`config.mk`:
```
export PLATFORM = sky130hd
export DESIGN_NAME = small_language_lexer_flat
export DESIGN_NICKNAME = d
export VERILOG_FILES = /design/src/sv/slex_pkg.sv /design/src/sv/slex_ifs.sv /design/src/sv/small_language_lexer.sv /design/src/flat_wrapper.sv
export SDC_FILE = /design/constraint.sdc
export NUM_CORES = 1
export LEC_CHECK = 0
export BUFFER_PORTS_ARGS = -buffer_cell sky130_fd_sc_hd__buf_2
export CELL_PAD_IN_SITES_DETAIL_PLACEMENT = 0
export CELL_PAD_IN_SITES_GLOBAL_PLACEMENT = 1
export CORE_UTILIZATION = 53
export CTS_CLUSTER_DIAMETER = 30
export DETAILED_ROUTE_END_ITERATION = 8
export GPL_ROUTABILITY_DRIVEN = 0
export PLACE_DENSITY_LB_ADDON = 0.12
export SKIP_CTS_REPAIR_TIMING = 1
export SYNTH_ARGS = -nofsm -noshare
export SYNTH_HDL_FRONTEND = slang
export SYNTH_SLANG_ARGS = --single-unit
```
`constraint.sdc`:
```
create_clock -name clk -period 9.94 [get_ports clk]
set_input_delay 0.497 -clock clk [delete_from_list [all_inputs] [get_ports clk]]
set_output_delay 0.497 -clock clk [all_outputs]
set_load 0.01 [all_outputs]
```
`src/sv/slex_pkg.sv`:
```
// ----------------------------------------------------------------------------
// slex_pkg: shared types and constants for the small language lexer
// Token kinds, scan modes, status codes, keyword table and character classes.
// ----------------------------------------------------------------------------
package slex_pkg;

  localparam int MAX_TOKEN_CHARS_DEF = 8;
  localparam int LINE_BITS_DEF       = 16;
  localparam int TEXT_W              = 64;
  localparam int LEN_W               = 4;
  localparam int LINE_W              = 16;
  localparam int NUM_KW              = 11;
  localparam int FIFO_DEPTH          = 4;

  typedef enum logic [5:0] {
    K_INT, K_BOOL, K_IF, K_THEN, K_ELSE, K_WHILE, K_DO, K_READ, K_WRITE,
    K_TRUE, K_FALSE, K_IDENT, K_NUMBER,
    K_PLUS, K_MINUS, K_STAR, K_SLASH, K_GT, K_GE, K_LT, K_LE, K_EQ, K_NE,
    K_OR, K_AND, K_NOT, K_ASSIGN, K_BECOMES, K_LBRACE, K_RBRACE,
    K_LPAREN, K_RPAREN, K_SEMI, K_COMMA, K_ILLEGAL, K_REPORT
  } kind_t;

  typedef enum logic [1:0] {
    ST_OK, ST_LONG, ST_ILLEGAL, ST_OPEN_COMMENT
  } status_t;

  typedef enum logic [3:0] {
    MODE_IDLE, MODE_WORD, MODE_NUM, MODE_HELD, MODE_LCOM, MODE_BCOM, MODE_BSTAR
  } mode_t;

  typedef struct packed {
    kind_t              kind;
    logic [TEXT_W-1:0]  text;
    logic [LEN_W-1:0]   len;
    logic [LINE_W-1:0]  line;
    status_t            status;
    logic               last;
  } tok_t;

  // keyword text, first character in the low byte
  localparam logic [TEXT_W-1:0] KW_TEXT [NUM_KW] = '{
    64'h0000_0000_0074_6E69,  // int
    64'h0000_0000_6C6F_6F62,  // bool
    64'h0000_0000_0000_6669,  // if
    64'h0000_0000_6E65_6874,  // then
    64'h0000_0000_6573_6C65,  // else
    64'h0000_0065_6C69_6877,  // while
    64'h0000_0000_0000_6F64,  // do
    64'h0000_0000_6461_6572,  // read
    64'h0000_0065_7469_7277,  // write
    64'h0000_0000_6575_7274,  // true
    64'h0000_0065_736C_6166   // false
  };

  localparam logic [LEN_W-1:0] KW_LEN [NUM_KW] = '{
    4'd3, 4'd4, 4'd2, 4'd4, 4'd4, 4'd5, 4'd2, 4'd4, 4'd5, 4'd4, 4'd5
  };

  function automatic logic is_digit(input logic [7:0] c);
    return c inside {["0":"9"]};
  endfunction

  function automatic logic is_alpha(input logic [7:0] c);
    return c inside {["a":"z"], ["A":"Z"]};
  endfunction

  function automatic logic is_space(input logic [7:0] c);
    return c inside {" ", [8'd9:8'd13]};
  endfunction

  function automatic logic is_op_start(input logic [7:0] c);
    return c inside {">", "<", "=", "!", "|", "&", ":", "/"};
  endfunction

  function automatic logic [7:0] to_lower(input logic [7:0] c);
    return (c inside {["A":"Z"]}) ? 8'(c + 8'd32) : c;
  endfunction

  function automatic kind_t single_kind(input logic [7:0] c);
    kind_t k;
    case (c)
      "+":     k = K_PLUS;
      "-":     k = K_MINUS;
      "*":     k = K_STAR;
      "/":     k = K_SLASH;
      ">":     k = K_GT;
      "<":     k = K_LT;
      "!":     k = K_NOT;
      "=":     k = K_ASSIGN;
      "{":     k = K_LBRACE;
      "}":     k = K_RBRACE;
      "(":     k = K_LPAREN;
      ")":     k = K_RPAREN;
      ";":     k = K_SEMI;
      ",":     k = K_COMMA;
      default: k = K_ILLEGAL;
    endcase
    return k;
  endfunction

  // K_ILLEGAL means the pair is not an operator
  function automatic kind_t pair_kind(input logic [7:0] h, input logic [7:0] c);
    kind_t k;
    k = K_ILLEGAL;
    if (h == ">" && c == "=") k = K_GE;
    if (h == "<" && c == "=") k = K_LE;
    if (h == "=" && c == "=") k = K_EQ;
    if (h == "!" && c == "=") k = K_NE;
    if (h == "|" && c == "|") k = K_OR;
    if (h == "&" && c == "&") k = K_AND;
    if (h == ":" && c == "=") k = K_BECOMES;
    return k;
  endfunction

  function automatic tok_t single_tok(input logic [7:0] c, input logic [LINE_W-1:0] line);
    tok_t t;
    t.kind   = single_kind(c);
    t.text   = TEXT_W'(c);
    t.len    = LEN_W'(1);
    t.line   = line;
    t.status = (t.kind == K_ILLEGAL) ? ST_ILLEGAL : ST_OK;
    t.last   = 1'b0;
    return t;
  endfunction

endpackage

```
`src/sv/slex_ifs.sv`:
```
// ----------------------------------------------------------------------------
// slex_ifs: source byte and token channels
// Valid/ready channels; a transfer happens when both are high at a clock edge.
// ----------------------------------------------------------------------------
interface slex_in_if;
  logic       valid;
  logic       ready;
  logic [7:0] ch;
  logic       end_of_text;

  modport source (output valid, ch, end_of_text, input ready);
  modport sink   (input valid, ch, end_of_text, output ready);
endinterface

interface slex_out_if;
  logic        valid;
  logic        ready;
  logic [5:0]  token_kind;
  logic [63:0] token_text;
  logic [3:0]  text_length;
  logic [15:0] line;
  logic [1:0]  status;
  logic        last;

  modport source (output valid, token_kind, token_text, text_length, line, status, last,
                  input ready);
  modport sink   (input valid, token_kind, token_text, text_length, line, status, last,
                  output ready);
endinterface

```
`src/sv/small_language_lexer.sv`:
```
// ----------------------------------------------------------------------------
// small_language_lexer: streaming lexer, one source byte per cycle while in_bus.ready is high
// Scan state registers feed token logic that writes a four-entry result queue.
// A token is written to the queue as the byte that ends it is taken; out_bus shows the queue head.
// Throughput: one byte per cycle while in_bus.ready is high; a byte that ends two tokens
// pushes both into the queue together. in_bus.ready drops when fewer than two queue
// slots are free. Synchronous active-low reset: idle mode, line 1, queue empty.
// ----------------------------------------------------------------------------
module small_language_lexer #(
  parameter int MAX_TOKEN_CHARS = slex_pkg::MAX_TOKEN_CHARS_DEF,
  parameter int LINE_BITS       = slex_pkg::LINE_BITS_DEF
) (
  input  logic              clk,
  input  logic              rst_n,
  slex_in_if.sink           in_bus,
  slex_out_if.source        out_bus
);

  localparam int PTR_W = $clog2(slex_pkg::FIFO_DEPTH);
  localparam int CNT_W = $clog2(slex_pkg::FIFO_DEPTH + 1);
  localparam logic [slex_pkg::LEN_W-1:0] MAX_LEN  = slex_pkg::LEN_W'(MAX_TOKEN_CHARS);
  localparam logic [slex_pkg::LEN_W-1:0] LONG_LEN = slex_pkg::LEN_W'(MAX_TOKEN_CHARS + 1);

  slex_pkg::mode_t                   mode_r, mode_nxt;
  logic [7:0]                        held_r, held_nxt;
  logic [slex_pkg::TEXT_W-1:0]       buf_r, buf_nxt, app_buf;
  logic [slex_pkg::LEN_W-1:0]        cnt_r, cnt_nxt, app_cnt;
  logic [LINE_BITS-1:0]              tline_r, tline_nxt;
  logic [LINE_BITS-1:0]              cline_r, cline_nxt, cline_inc;
  logic [LINE_BITS-1:0]              mline_r, mline_nxt;

  slex_pkg::tok_t                    fifo_r [slex_pkg::FIFO_DEPTH];
  logic [PTR_W-1:0]                  wr_ptr_r, rd_ptr_r;
  logic [CNT_W-1:0]                  count_r;

  logic [7:0]                        c, lc;
  logic                              in_fire, out_fire, eot;
  logic                              pend_v, fresh_v, do_fresh;
  slex_pkg::tok_t                    pend, fresh, slot0, slot1;
  logic [1:0]                        n_push;

  assign in_fire  = in_bus.valid && in_bus.ready;
  assign out_fire = out_bus.valid && out_bus.ready;
  assign c        = in_bus.ch;
  assign eot      = in_bus.end_of_text;
  assign lc       = slex_pkg::to_lower(c);
  assign cline_inc = (cline_r != '1) ? LINE_BITS'(cline_r + 1'b1) : cline_r;

  function automatic slex_pkg::tok_t pending_tok(input logic word);
    slex_pkg::tok_t t;
    logic           hit;
    hit      = 1'b0;
    t.kind   = word ? slex_pkg::K_IDENT : slex_pkg::K_NUMBER;
    t.text   = buf_r;
    t.len    = cnt_r;
    t.line   = slex_pkg::LINE_W'(tline_r);
    t.status = (cnt_r > MAX_LEN) ? slex_pkg::ST_LONG : slex_pkg::ST_OK;
    t.last   = 1'b0;
    if (word && t.status == slex_pkg::ST_OK) begin
      for (int i = 0; i < slex_pkg::NUM_KW; i++) begin
        if (!hit && slex_pkg::KW_LEN[i] == cnt_r && slex_pkg::KW_TEXT[i] == buf_r) begin
          hit    = 1'b1;
          t.kind = slex_pkg::kind_t'(6'(i));
        end
      end
    end
    return t;
  endfunction

  // append one lowercased character to the token buffer, or mark the token too long when full
  always_comb begin
    app_buf = buf_r;
    app_cnt = LONG_LEN;
    if (cnt_r < MAX_LEN) begin
      app_buf[{cnt_r[2:0], 3'b000} +: 8] = lc;
      app_cnt = slex_pkg::LEN_W'(cnt_r + 1'b1);
    end
  end

  always_comb begin
    mode_nxt  = mode_r;
    held_nxt  = held_r;
    buf_nxt   = buf_r;
    cnt_nxt   = cnt_r;
    tline_nxt = tline_r;
    cline_nxt = cline_r;
    mline_nxt = mline_r;
    pend_v    = 1'b0;
    pend      = '0;
    fresh_v   = 1'b0;
    fresh     = '0;
    do_fresh  = 1'b0;
    if (in_fire) begin
      if (eot) begin
        case (mode_r)
          slex_pkg::MODE_WORD: begin
            pend_v = 1'b1;
            pend   = pending_tok(1'b1);
          end
          slex_pkg::MODE_NUM: begin
            pend_v = 1'b1;
            pend   = pending_tok(1'b0);
          end
          slex_pkg::MODE_HELD: begin
            pend_v = 1'b1;
            pend   = slex_pkg::single_tok(held_r, slex_pkg::LINE_W'(tline_r));
          end
          slex_pkg::MODE_BCOM, slex_pkg::MODE_BSTAR: begin
            pend_v      = 1'b1;
            pend.kind   = slex_pkg::K_REPORT;
            pend.line   = slex_pkg::LINE_W'(mline_r);
            pend.status = slex_pkg::ST_OPEN_COMMENT;
          end
          default: ;
        endcase
        mode_nxt  = slex_pkg::MODE_IDLE;
        held_nxt  = '0;
        buf_nxt   = '0;
        cnt_nxt   = '0;
        tline_nxt = LINE_BITS'(1);
        cline_nxt = LINE_BITS'(1);
        mline_nxt = LINE_BITS'(1);
      end else begin
        case (mode_r)
          slex_pkg::MODE_LCOM: begin
            if (c == "\n") begin
              mode_nxt  = slex_pkg::MODE_IDLE;
              cline_nxt = cline_inc;
            end
          end
          slex_pkg::MODE_BCOM, slex_pkg::MODE_BSTAR: begin
            if (mode_r == slex_pkg::MODE_BSTAR && c == "/") begin
              mode_nxt = slex_pkg::MODE_IDLE;
            end else begin
              mode_nxt = (c == "*") ? slex_pkg::MODE_BSTAR : slex_pkg::MODE_BCOM;
            end
            if (c == "\n") cline_nxt = cline_inc;
          end
          slex_pkg::MODE_WORD: begin
            if (slex_pkg::is_alpha(c) || slex_pkg::is_digit(c) || c == "_") begin
              buf_nxt = app_buf;
              cnt_nxt = app_cnt;
            end else begin
              pend_v   = 1'b1;
              pend     = pending_tok(1'b1);
              do_fresh = 1'b1;
            end
          end
          slex_pkg::MODE_NUM: begin
            if (slex_pkg::is_digit(c)) begin
              buf_nxt = app_buf;
              cnt_nxt = app_cnt;
            end else begin
              pend_v   = 1'b1;
              pend     = pending_tok(1'b0);
              do_fresh = 1'b1;
            end
          end
          slex_pkg::MODE_HELD: begin
            if (held_r == "/" && c == "/") begin
              mode_nxt = slex_pkg::MODE_LCOM;
            end else if (held_r == "/" && c == "*") begin
              mline_nxt = tline_r;
              mode_nxt  = slex_pkg::MODE_BCOM;
            end else if (slex_pkg::pair_kind(held_r, c) != slex_pkg::K_ILLEGAL) begin
              pend_v      = 1'b1;
              pend.kind   = slex_pkg::pair_kind(held_r, c);
              pend.text   = slex_pkg::TEXT_W'({c, held_r});
              pend.len    = slex_pkg::LEN_W'(2);
              pend.line   = slex_pkg::LINE_W'(tline_r);
              pend.status = slex_pkg::ST_OK;
              mode_nxt    = slex_pkg::MODE_IDLE;
            end else begin
              pend_v   = 1'b1;
              pend     = slex_pkg::single_tok(held_r, slex_pkg::LINE_W'(tline_r));
              do_fresh = 1'b1;
            end
          end
          default: do_fresh = 1'b1;
        endcase

        if (do_fresh) begin
          mode_nxt = slex_pkg::MODE_IDLE;
          if (slex_pkg::is_space(c)) begin
            if (c == "\n") cline_nxt = cline_inc;
          end else if (slex_pkg::is_alpha(c) || slex_pkg::is_digit(c) || c == "_") begin
            mode_nxt  = slex_pkg::is_digit(c) ? slex_pkg::MODE_NUM : slex_pkg::MODE_WORD;
            buf_nxt   = slex_pkg::TEXT_W'(lc);
            cnt_nxt   = slex_pkg::LEN_W'(1);
            tline_nxt = cline_r;
          end else if (slex_pkg::is_op_start(c)) begin
            mode_nxt  = slex_pkg::MODE_HELD;
            held_nxt  = c;
            tline_nxt = cline_r;
          end else begin
            fresh_v = 1'b1;
            fresh   = slex_pkg::single_tok(c, slex_pkg::LINE_W'(cline_r));
          end
        end
      end
    end
  end

  // pack results into queue slots, flag the final one
  always_comb begin
    slot0 = pend_v ? pend : fresh;
    slot1 = fresh;
    n_push = 2'(pend_v) + 2'(fresh_v);
    slot0.last = (n_push == 2'd1);
    slot1.last = 1'b1;
  end

  always_ff @(posedge clk) begin
    if (!rst_n) begin
      mode_r  <= slex_pkg::MODE_IDLE;
      held_r  <= '0;
      buf_r   <= '0;
      cnt_r   <= '0;
      tline_r <= LINE_BITS'(1);
      cline_r <= LINE_BITS'(1);
      mline_r <= LINE_BITS'(1);
    end else begin
      mode_r  <= mode_nxt;
      held_r  <= held_nxt;
      buf_r   <= buf_nxt;
      cnt_r   <= cnt_nxt;
      tline_r <= tline_nxt;
      cline_r <= cline_nxt;
      mline_r <= mline_nxt;
    end
  end

  always_ff @(posedge clk) begin
    if (n_push != 2'd0) fifo_r[wr_ptr_r] <= slot0;
    if (n_push == 2'd2) fifo_r[PTR_W'(wr_ptr_r + 1'b1)] <= slot1;
  end

  always_ff @(posedge clk) begin
    if (!rst_n) begin
      wr_ptr_r <= '0;
      rd_ptr_r <= '0;
      count_r  <= '0;
    end else begin
      wr_ptr_r <= PTR_W'(wr_ptr_r + n_push);
      if (out_fire) rd_ptr_r <= PTR_W'(rd_ptr_r + 1'b1);
      count_r  <= CNT_W'(count_r + n_push - CNT_W'(out_fire));
    end
  end

  assign in_bus.ready        = (count_r <= CNT_W'(slex_pkg::FIFO_DEPTH - 2));
  assign out_bus.valid       = (count_r != '0);
  assign out_bus.token_kind  = fifo_r[rd_ptr_r].kind;
  assign out_bus.token_text  = fifo_r[rd_ptr_r].text;
  assign out_bus.text_length = fifo_r[rd_ptr_r].len;
  assign out_bus.line        = fifo_r[rd_ptr_r].line;
  assign out_bus.status      = fifo_r[rd_ptr_r].status;
  assign out_bus.last        = fifo_r[rd_ptr_r].last;

  a_no_overflow: assert property (@(posedge clk) disable iff (!rst_n)
    count_r <= CNT_W'(slex_pkg::FIFO_DEPTH))
    else $error("result queue overflow");

  a_eot_resets: assert property (@(posedge clk) disable iff (!rst_n)
    in_fire && eot |=> mode_r == slex_pkg::MODE_IDLE && cline_r == LINE_BITS'(1))
    else $error("end of text did not reset scan state");

  a_pop_only: assert property (@(posedge clk) disable iff (!rst_n)
    out_fire && !in_fire |=> count_r == CNT_W'($past(count_r) - 1'b1))
    else $error("queue count mismatch on transfer out");

  a_held_op: assert property (@(posedge clk) disable iff (!rst_n)
    mode_r == slex_pkg::MODE_HELD |-> slex_pkg::is_op_start(held_r))
    else $error("held character is not an operator start");

endmodule
```
`src/flat_wrapper.sv`:
```
// flat-port wrapper written by rule: the top's interface ports become plain ports
module small_language_lexer_flat 
#(
  parameter int MAX_TOKEN_CHARS = slex_pkg::MAX_TOKEN_CHARS_DEF,
  parameter int LINE_BITS       = slex_pkg::LINE_BITS_DEF
)
  (clk, rst_n, in_bus_valid, in_bus_ch, in_bus_end_of_text, in_bus_ready, out_bus_valid, out_bus_token_kind, out_bus_token_text, out_bus_text_length, out_bus_line, out_bus_status, out_bus_last, out_bus_ready);
  slex_in_if in_bus_i ();
  slex_out_if out_bus_i ();
  input  logic clk;
  input  logic rst_n;
  input wire logic [$bits(in_bus_i.valid)-1:0] in_bus_valid;
  input wire logic [$bits(in_bus_i.ch)-1:0] in_bus_ch;
  input wire logic [$bits(in_bus_i.end_of_text)-1:0] in_bus_end_of_text;
  output wire logic [$bits(in_bus_i.ready)-1:0] in_bus_ready;
  output wire logic [$bits(out_bus_i.valid)-1:0] out_bus_valid;
  output wire logic [$bits(out_bus_i.token_kind)-1:0] out_bus_token_kind;
  output wire logic [$bits(out_bus_i.token_text)-1:0] out_bus_token_text;
  output wire logic [$bits(out_bus_i.text_length)-1:0] out_bus_text_length;
  output wire logic [$bits(out_bus_i.line)-1:0] out_bus_line;
  output wire logic [$bits(out_bus_i.status)-1:0] out_bus_status;
  output wire logic [$bits(out_bus_i.last)-1:0] out_bus_last;
  input wire logic [$bits(out_bus_i.ready)-1:0] out_bus_ready;
  assign in_bus_i.valid = in_bus_valid;
  assign in_bus_i.ch = in_bus_ch;
  assign in_bus_i.end_of_text = in_bus_end_of_text;
  assign in_bus_ready = in_bus_i.ready;
  assign out_bus_valid = out_bus_i.valid;
  assign out_bus_token_kind = out_bus_i.token_kind;
  assign out_bus_token_text = out_bus_i.token_text;
  assign out_bus_text_length = out_bus_i.text_length;
  assign out_bus_line = out_bus_i.line;
  assign out_bus_status = out_bus_i.status;
  assign out_bus_last = out_bus_i.last;
  assign out_bus_i.ready = out_bus_ready;
  small_language_lexer #(.MAX_TOKEN_CHARS(MAX_TOKEN_CHARS), .LINE_BITS(LINE_BITS)) u_core (.clk(clk), .rst_n(rst_n), .in_bus(in_bus_i), .out_bus(out_bus_i));
endmodule
```
==> metrics.txt <==
# TYPE chip_impl_metric gauge
chip_impl_info{name="status",value="finished clean"} 1
chip_impl_metric{name="syn-num-nets",unit=""} 2154
chip_impl_info{name="synth_top_cells_by_area",value="sky130_fd_sc_hd__dfxtp_1 33%, sky130_fd_sc_hd__edfxtp_1 17%, sky130_fd_sc_hd__a22o_1 9.4%, sky130_fd_sc_hd__mux4_2 9.1%, sky130_fd_sc_hd__nand2_1 2.9%"} 1
chip_impl_metric{name="place.detailed.hpwl",unit="mm"} 46.7
chip_impl_metric{name="synth_cell_type_count",unit=""} 93
chip_impl_info{name="worstSetupEndpointType",value="flip-flop"} 1
chip_impl_metric{name="ys_async_sr_fraction",unit="%"} 0
chip_impl_metric{name="mean_instance_size_in_the_synthesized_netlist",unit="µm²"} 10.9
chip_impl_metric{name="synth-seq-area-share",unit="%"} 49.5
chip_impl_metric{name="finalWorstPathRequiredPeriod",unit="ns"} 6.43
chip_impl_metric{name="yosys.area.top_type_share",unit="%"} 32.9
chip_impl_info{name="synth_most_common_cell",value="sky130_fd_sc_hd__dfxtp_1"} 1
chip_impl_metric{name="syn_inst",unit=""} 2124
chip_impl_metric{name="max_stage_delay",unit="ns"} 0.70
chip_impl_metric{name="insertion_delay_to_the_later_sink_of_the_worst_skew_pair",unit="ns"} 0.65
chip_impl_metric{name="finish.instance_area",unit="µm²"} 27800
chip_impl_metric{name="finalHoldViolCount",unit=""} 0
chip_impl_metric{name="max_cap_violations",unit=""} 0
chip_impl_metric{name="grt_first_pass_wirelength",unit="mm"} 113
chip_impl_metric{name="layoutNonFillerInstCount",unit=""} 2861
chip_impl_metric{name="hold_worst_slack",unit="ns"} 0.336
chip_impl_metric{name="fin_nets",unit=""} 2213
chip_impl_metric{name="finalWorstSetupSlack",unit="ns"} 3.51
chip_impl_metric{name="first_global_vias",unit=""} 18700
chip_impl_metric{name="fin_total_pwr",unit="mW"} 6.72
chip_impl_metric{name="area.sequential",unit="µm²"} 11500
chip_impl_info{name="crit_path_cell_trace",value="or4b_4, or3_1, o31a_1, a211oi_2, nor2_1, nand2_2, inv_2, ha_1, inv_1, nor3_1, nor2_4, buf_4, inv_1, buf_4, o311ai_0, o21ai_0"} 1
chip_impl_metric{name="routed-via-count",unit=""} 19200
chip_impl_info{name="critical_path.startpoint",value="u_core.held_r[4]"} 1
chip_impl_metric{name="clk_path_buf_depth",unit=""} 3
chip_impl_metric{name="fp.dieH",unit="µm"} 211
chip_impl_metric{name="cellPowerDensity",unit="nW/µm²"} 241
chip_impl_metric{name="cts_sinks",unit=""} 508
chip_impl_metric{name="post-place-ws",unit="ns"} 2.98
chip_impl_metric{name="drt_first_pass_iters",unit=""} 6
chip_impl_metric{name="io_buffers",unit=""} 107
chip_impl_info{name="cp-start-kind",value="flip-flop"} 1
chip_impl_info{name="postSynth.topFlopCell",value="sky130_fd_sc_hd__dfxtp_1"} 1
chip_impl_metric{name="placed_cell_area",unit="µm²"} 24000
chip_impl_metric{name="synth_area",unit="µm²"} 23100
chip_impl_metric{name="start_util",unit="%"} 53.7
chip_impl_metric{name="max_slew_margin",unit="%"} 13.9
chip_impl_metric{name="drtAntennaViolNets",unit=""} 0
chip_impl_metric{name="synth_enable_flop_cells",unit=""} 128
chip_impl_info{name="post-synth-top-area-cell",value="sky130_fd_sc_hd__dfxtp_1"} 1
chip_impl_metric{name="final_core_utilization",unit="%"} 64.6
chip_impl_info{name="timing.rr.start",value="u_core.held_r[4]"} 1
chip_impl_metric{name="cts_inserted_buffers",unit=""} 107
chip_impl_metric{name="power.leakage",unit="nW"} 9.98
chip_impl_info{name="clock_tree_root_driver_cell",value="sky130_fd_sc_hd__clkbuf_16"} 1
chip_impl_metric{name="share_of_layout_cells_above_drive_strength_1",unit="%"} 21.0
chip_impl_metric{name="drtIter0Drc",unit=""} 2229
chip_impl_metric{name="pin_count_of_the_biggest_net_entering_global_routing",unit=""} 62
chip_impl_metric{name="wl_per_cell",unit="µm"} 26.0
chip_impl_metric{name="vias_per_cell",unit=""} 6.72
chip_impl_metric{name="global_router_s_overall_resource_usage",unit="%"} 33.4
chip_impl_metric{name="power.ir.vdd_worst",unit="µV"} 177
chip_impl_metric{name="wirelength",unit="mm"} 74.3
chip_impl_metric{name="floorplan.rows",unit=""} 76
chip_impl_metric{name="fp.dieArea",unit="µm²"} 44500
chip_impl_metric{name="drcViolationCount",unit=""} 0
chip_impl_metric{name="finalSetupTns",unit="ns"} 0
chip_impl_info{name="grt_setup_unrepaired",value="false"} 1
chip_impl_metric{name="placed_cells_incl_taps",unit=""} 2659
chip_impl_metric{name="grt_antenna_before_repair",unit=""} 0
chip_impl_metric{name="postSynthRegisterBits",unit=""} 508
chip_impl_info{name="hold_start",value="in_bus_ch[4]"} 1
chip_impl_metric{name="cp.required",unit="ns"} 10.30
chip_impl_metric{name="fmax",unit="MHz"} 155
chip_impl_info{name="type_of_the_worst_setup_path",value="reg -> reg"} 1
chip_impl_info{name="tritoncts_clock_tree",value="done"} 1
chip_impl_metric{name="num_antenna_cells",unit=""} 0
chip_impl_metric{name="footprint_of_the_multi_input_gates",unit="µm²"} 10900
chip_impl_info{name="synthTopCellsByCount",value="380 x sky130_fd_sc_hd__dfxtp_1, 249 x sky130_fd_sc_hd__a22o_1, 180 x sky130_fd_sc_hd__nand2_1, 131 x sky130_fd_sc_hd__clkbuf_1, 128 x sky130_fd_sc_hd__edfxtp_1"} 1
chip_impl_metric{name="pin_count",unit=""} 108
chip_impl_metric{name="clock_slew_at_reported_path_ffs",unit="ns"} 0.05
chip_impl_metric{name="worst-path-max-fanout",unit=""} 61
chip_impl_metric{name="filler_cell_count",unit=""} 3365
chip_impl_metric{name="slew_violations",unit=""} 0
chip_impl_metric{name="coreArea",unit="µm²"} 43100
chip_impl_metric{name="finalCritPeriodShare",unit="%"} 64.7
chip_impl_metric{name="area_growth",unit="%"} 20.3
chip_impl_metric{name="clock_tree.htree_level_count",unit=""} 3
chip_impl_metric{name="max_slew.worst_pin.slew",unit="ns"} 1.29
chip_impl_metric{name="global_route.overflow_total",unit=""} 0
chip_impl_metric{name="worstPathArrival",unit="ns"} 6.79
chip_impl_metric{name="synth_warnings",unit=""} 0
chip_impl_metric{name="timing.clock.skew",unit="ns"} 0.0291
chip_impl_info{name="timing.critical_path.slowest_stage_cell",value="sky130_fd_sc_hd__inv_1"} 1
chip_impl_info{name="min_path_type",value="in -> reg"} 1
chip_impl_metric{name="die_width",unit="µm"} 211
chip_impl_metric{name="setup_viol",unit=""} 0
-- critical path, delay by kind of cell (launching register included) --
family                     cells  cell delay, ns
AOI/OAI and AO/OA              4            1.34
adders and majority gates      1            0.39
buffers and inverters          5            2.26
DFF                            1            0.48
and+or+nand+nor                6            1.60
-- layer usage --
layer	up-vias	GRT usage, %	wire length, µm
met1	9548	43.9	30000
li1	8475	-	-
met4	0	16.1	3380
met5	-	0	0
met3	231	7.49	6370
met2	973	52.1	34600
-- final timing paths --
| check | endpoint | slack (ns) | cells past startpoint |
|---|---|---|---|
| worst min register to register | u_core.fifo_r[3][33] | 0.45 | 2 |
| worst max register to register | u_core.fifo_r[1][88] | 3.51 | 16 |
| worst min-delay path | u_core.held_r[4] | 0.34 | 3 |
| worst max-delay path | u_core.fifo_r[1][88] | 3.51 | 16 |
-- cells in the final DEF, fill, tap and decap left out, types with 14 or more instances in the layout --
| master | Yosys | routed |
|---|---|---|
| sky130_fd_sc_hd__inv_1 | 27 | 27 |
| sky130_fd_sc_hd__dfxtp_1 | 380 | 378 |
| sky130_fd_sc_hd__ha_1 | 16 | 16 |
| sky130_fd_sc_hd__nand2b_1 | 19 | 19 |
| sky130_fd_sc_hd__nor2b_1 | 18 | 18 |
| sky130_fd_sc_hd__nand4_1 | 44 | 44 |
| sky130_fd_sc_hd__nand3_1 | 50 | 50 |
| sky130_fd_sc_hd__nand2_1 | 180 | 179 |
| sky130_fd_sc_hd__a32o_1 | 26 | 26 |
| sky130_fd_sc_hd__a22oi_1 | 29 | 29 |
| sky130_fd_sc_hd__clkbuf_16 | 0 | 115 |
| sky130_fd_sc_hd__o22ai_1 | 98 | 98 |
| sky130_fd_sc_hd__edfxtp_1 | 128 | 128 |
| sky130_fd_sc_hd__buf_4 | 4 | 32 |
| sky130_fd_sc_hd__nor3_1 | 28 | 27 |
| sky130_fd_sc_hd__and3_1 | 14 | 14 |
| sky130_fd_sc_hd__a21oi_1 | 52 | 49 |
| sky130_fd_sc_hd__bufinv_16 | 0 | 14 |
| sky130_fd_sc_hd__mux2i_1 | 17 | 17 |
| sky130_fd_sc_hd__a21boi_0 | 18 | 18 |
| sky130_fd_sc_hd__and2_1 | 21 | 21 |
| sky130_fd_sc_hd__buf_2 | 28 | 107 |
| sky130_fd_sc_hd__a22o_1 | 249 | 249 |
| sky130_fd_sc_hd__nor2_1 | 114 | 105 |
| sky130_fd_sc_hd__mux4_2 | 93 | 93 |
| sky130_fd_sc_hd__nor4_1 | 23 | 23 |
| sky130_fd_sc_hd__o21ai_0 | 64 | 64 |
-- logic make-up (layout without fill, tap and decap cells) --
logic type	count (synthesis)	after routing	synth area share [%]
AOI/OAI and AO/OA	659	659	21.8
and+or+nand+nor	594	594	13.3
DFF	508	508	49.5
buffers and inverters	219	371	3.93
muxes	110	110	9.79
adders and majority gates	17	17	0.952
xor gates and xnor gates	17	17	0.644
-- power breakdown --
group	switching (mW)	internal (mW)	leakage [nW]
Combinational	0.454	0.269	3.74
Clock	1.20	2.53	1.86
Sequential	0.0887	2.18	4.37
-- registers in the layout (all words and copies together), names as in the netlist, named ones only --
register         cells
u_core.buf_r        64
u_core.cline_r      16
u_core.cnt_r         4
u_core.count_r       3
u_core.fifo_r      372
u_core.held_r        8
u_core.mline_r      16
u_core.mode_r        3
u_core.rd_ptr_r      2
u_core.tline_r      16
u_core.wr_ptr_r      2
-- cell type report --
class	instances	share of cell area (%)
Clock buffer	134	10.8
Clock inverter	68	3.06
Inverter	30	0.405
Multi-Input combinational cell	1397	39.1
Sequential cell	508	41.2
Tap cell	585	2.63
Timing Repair Buffer	139	2.79
No activity file was read; power rests on OpenSTA's default activity.
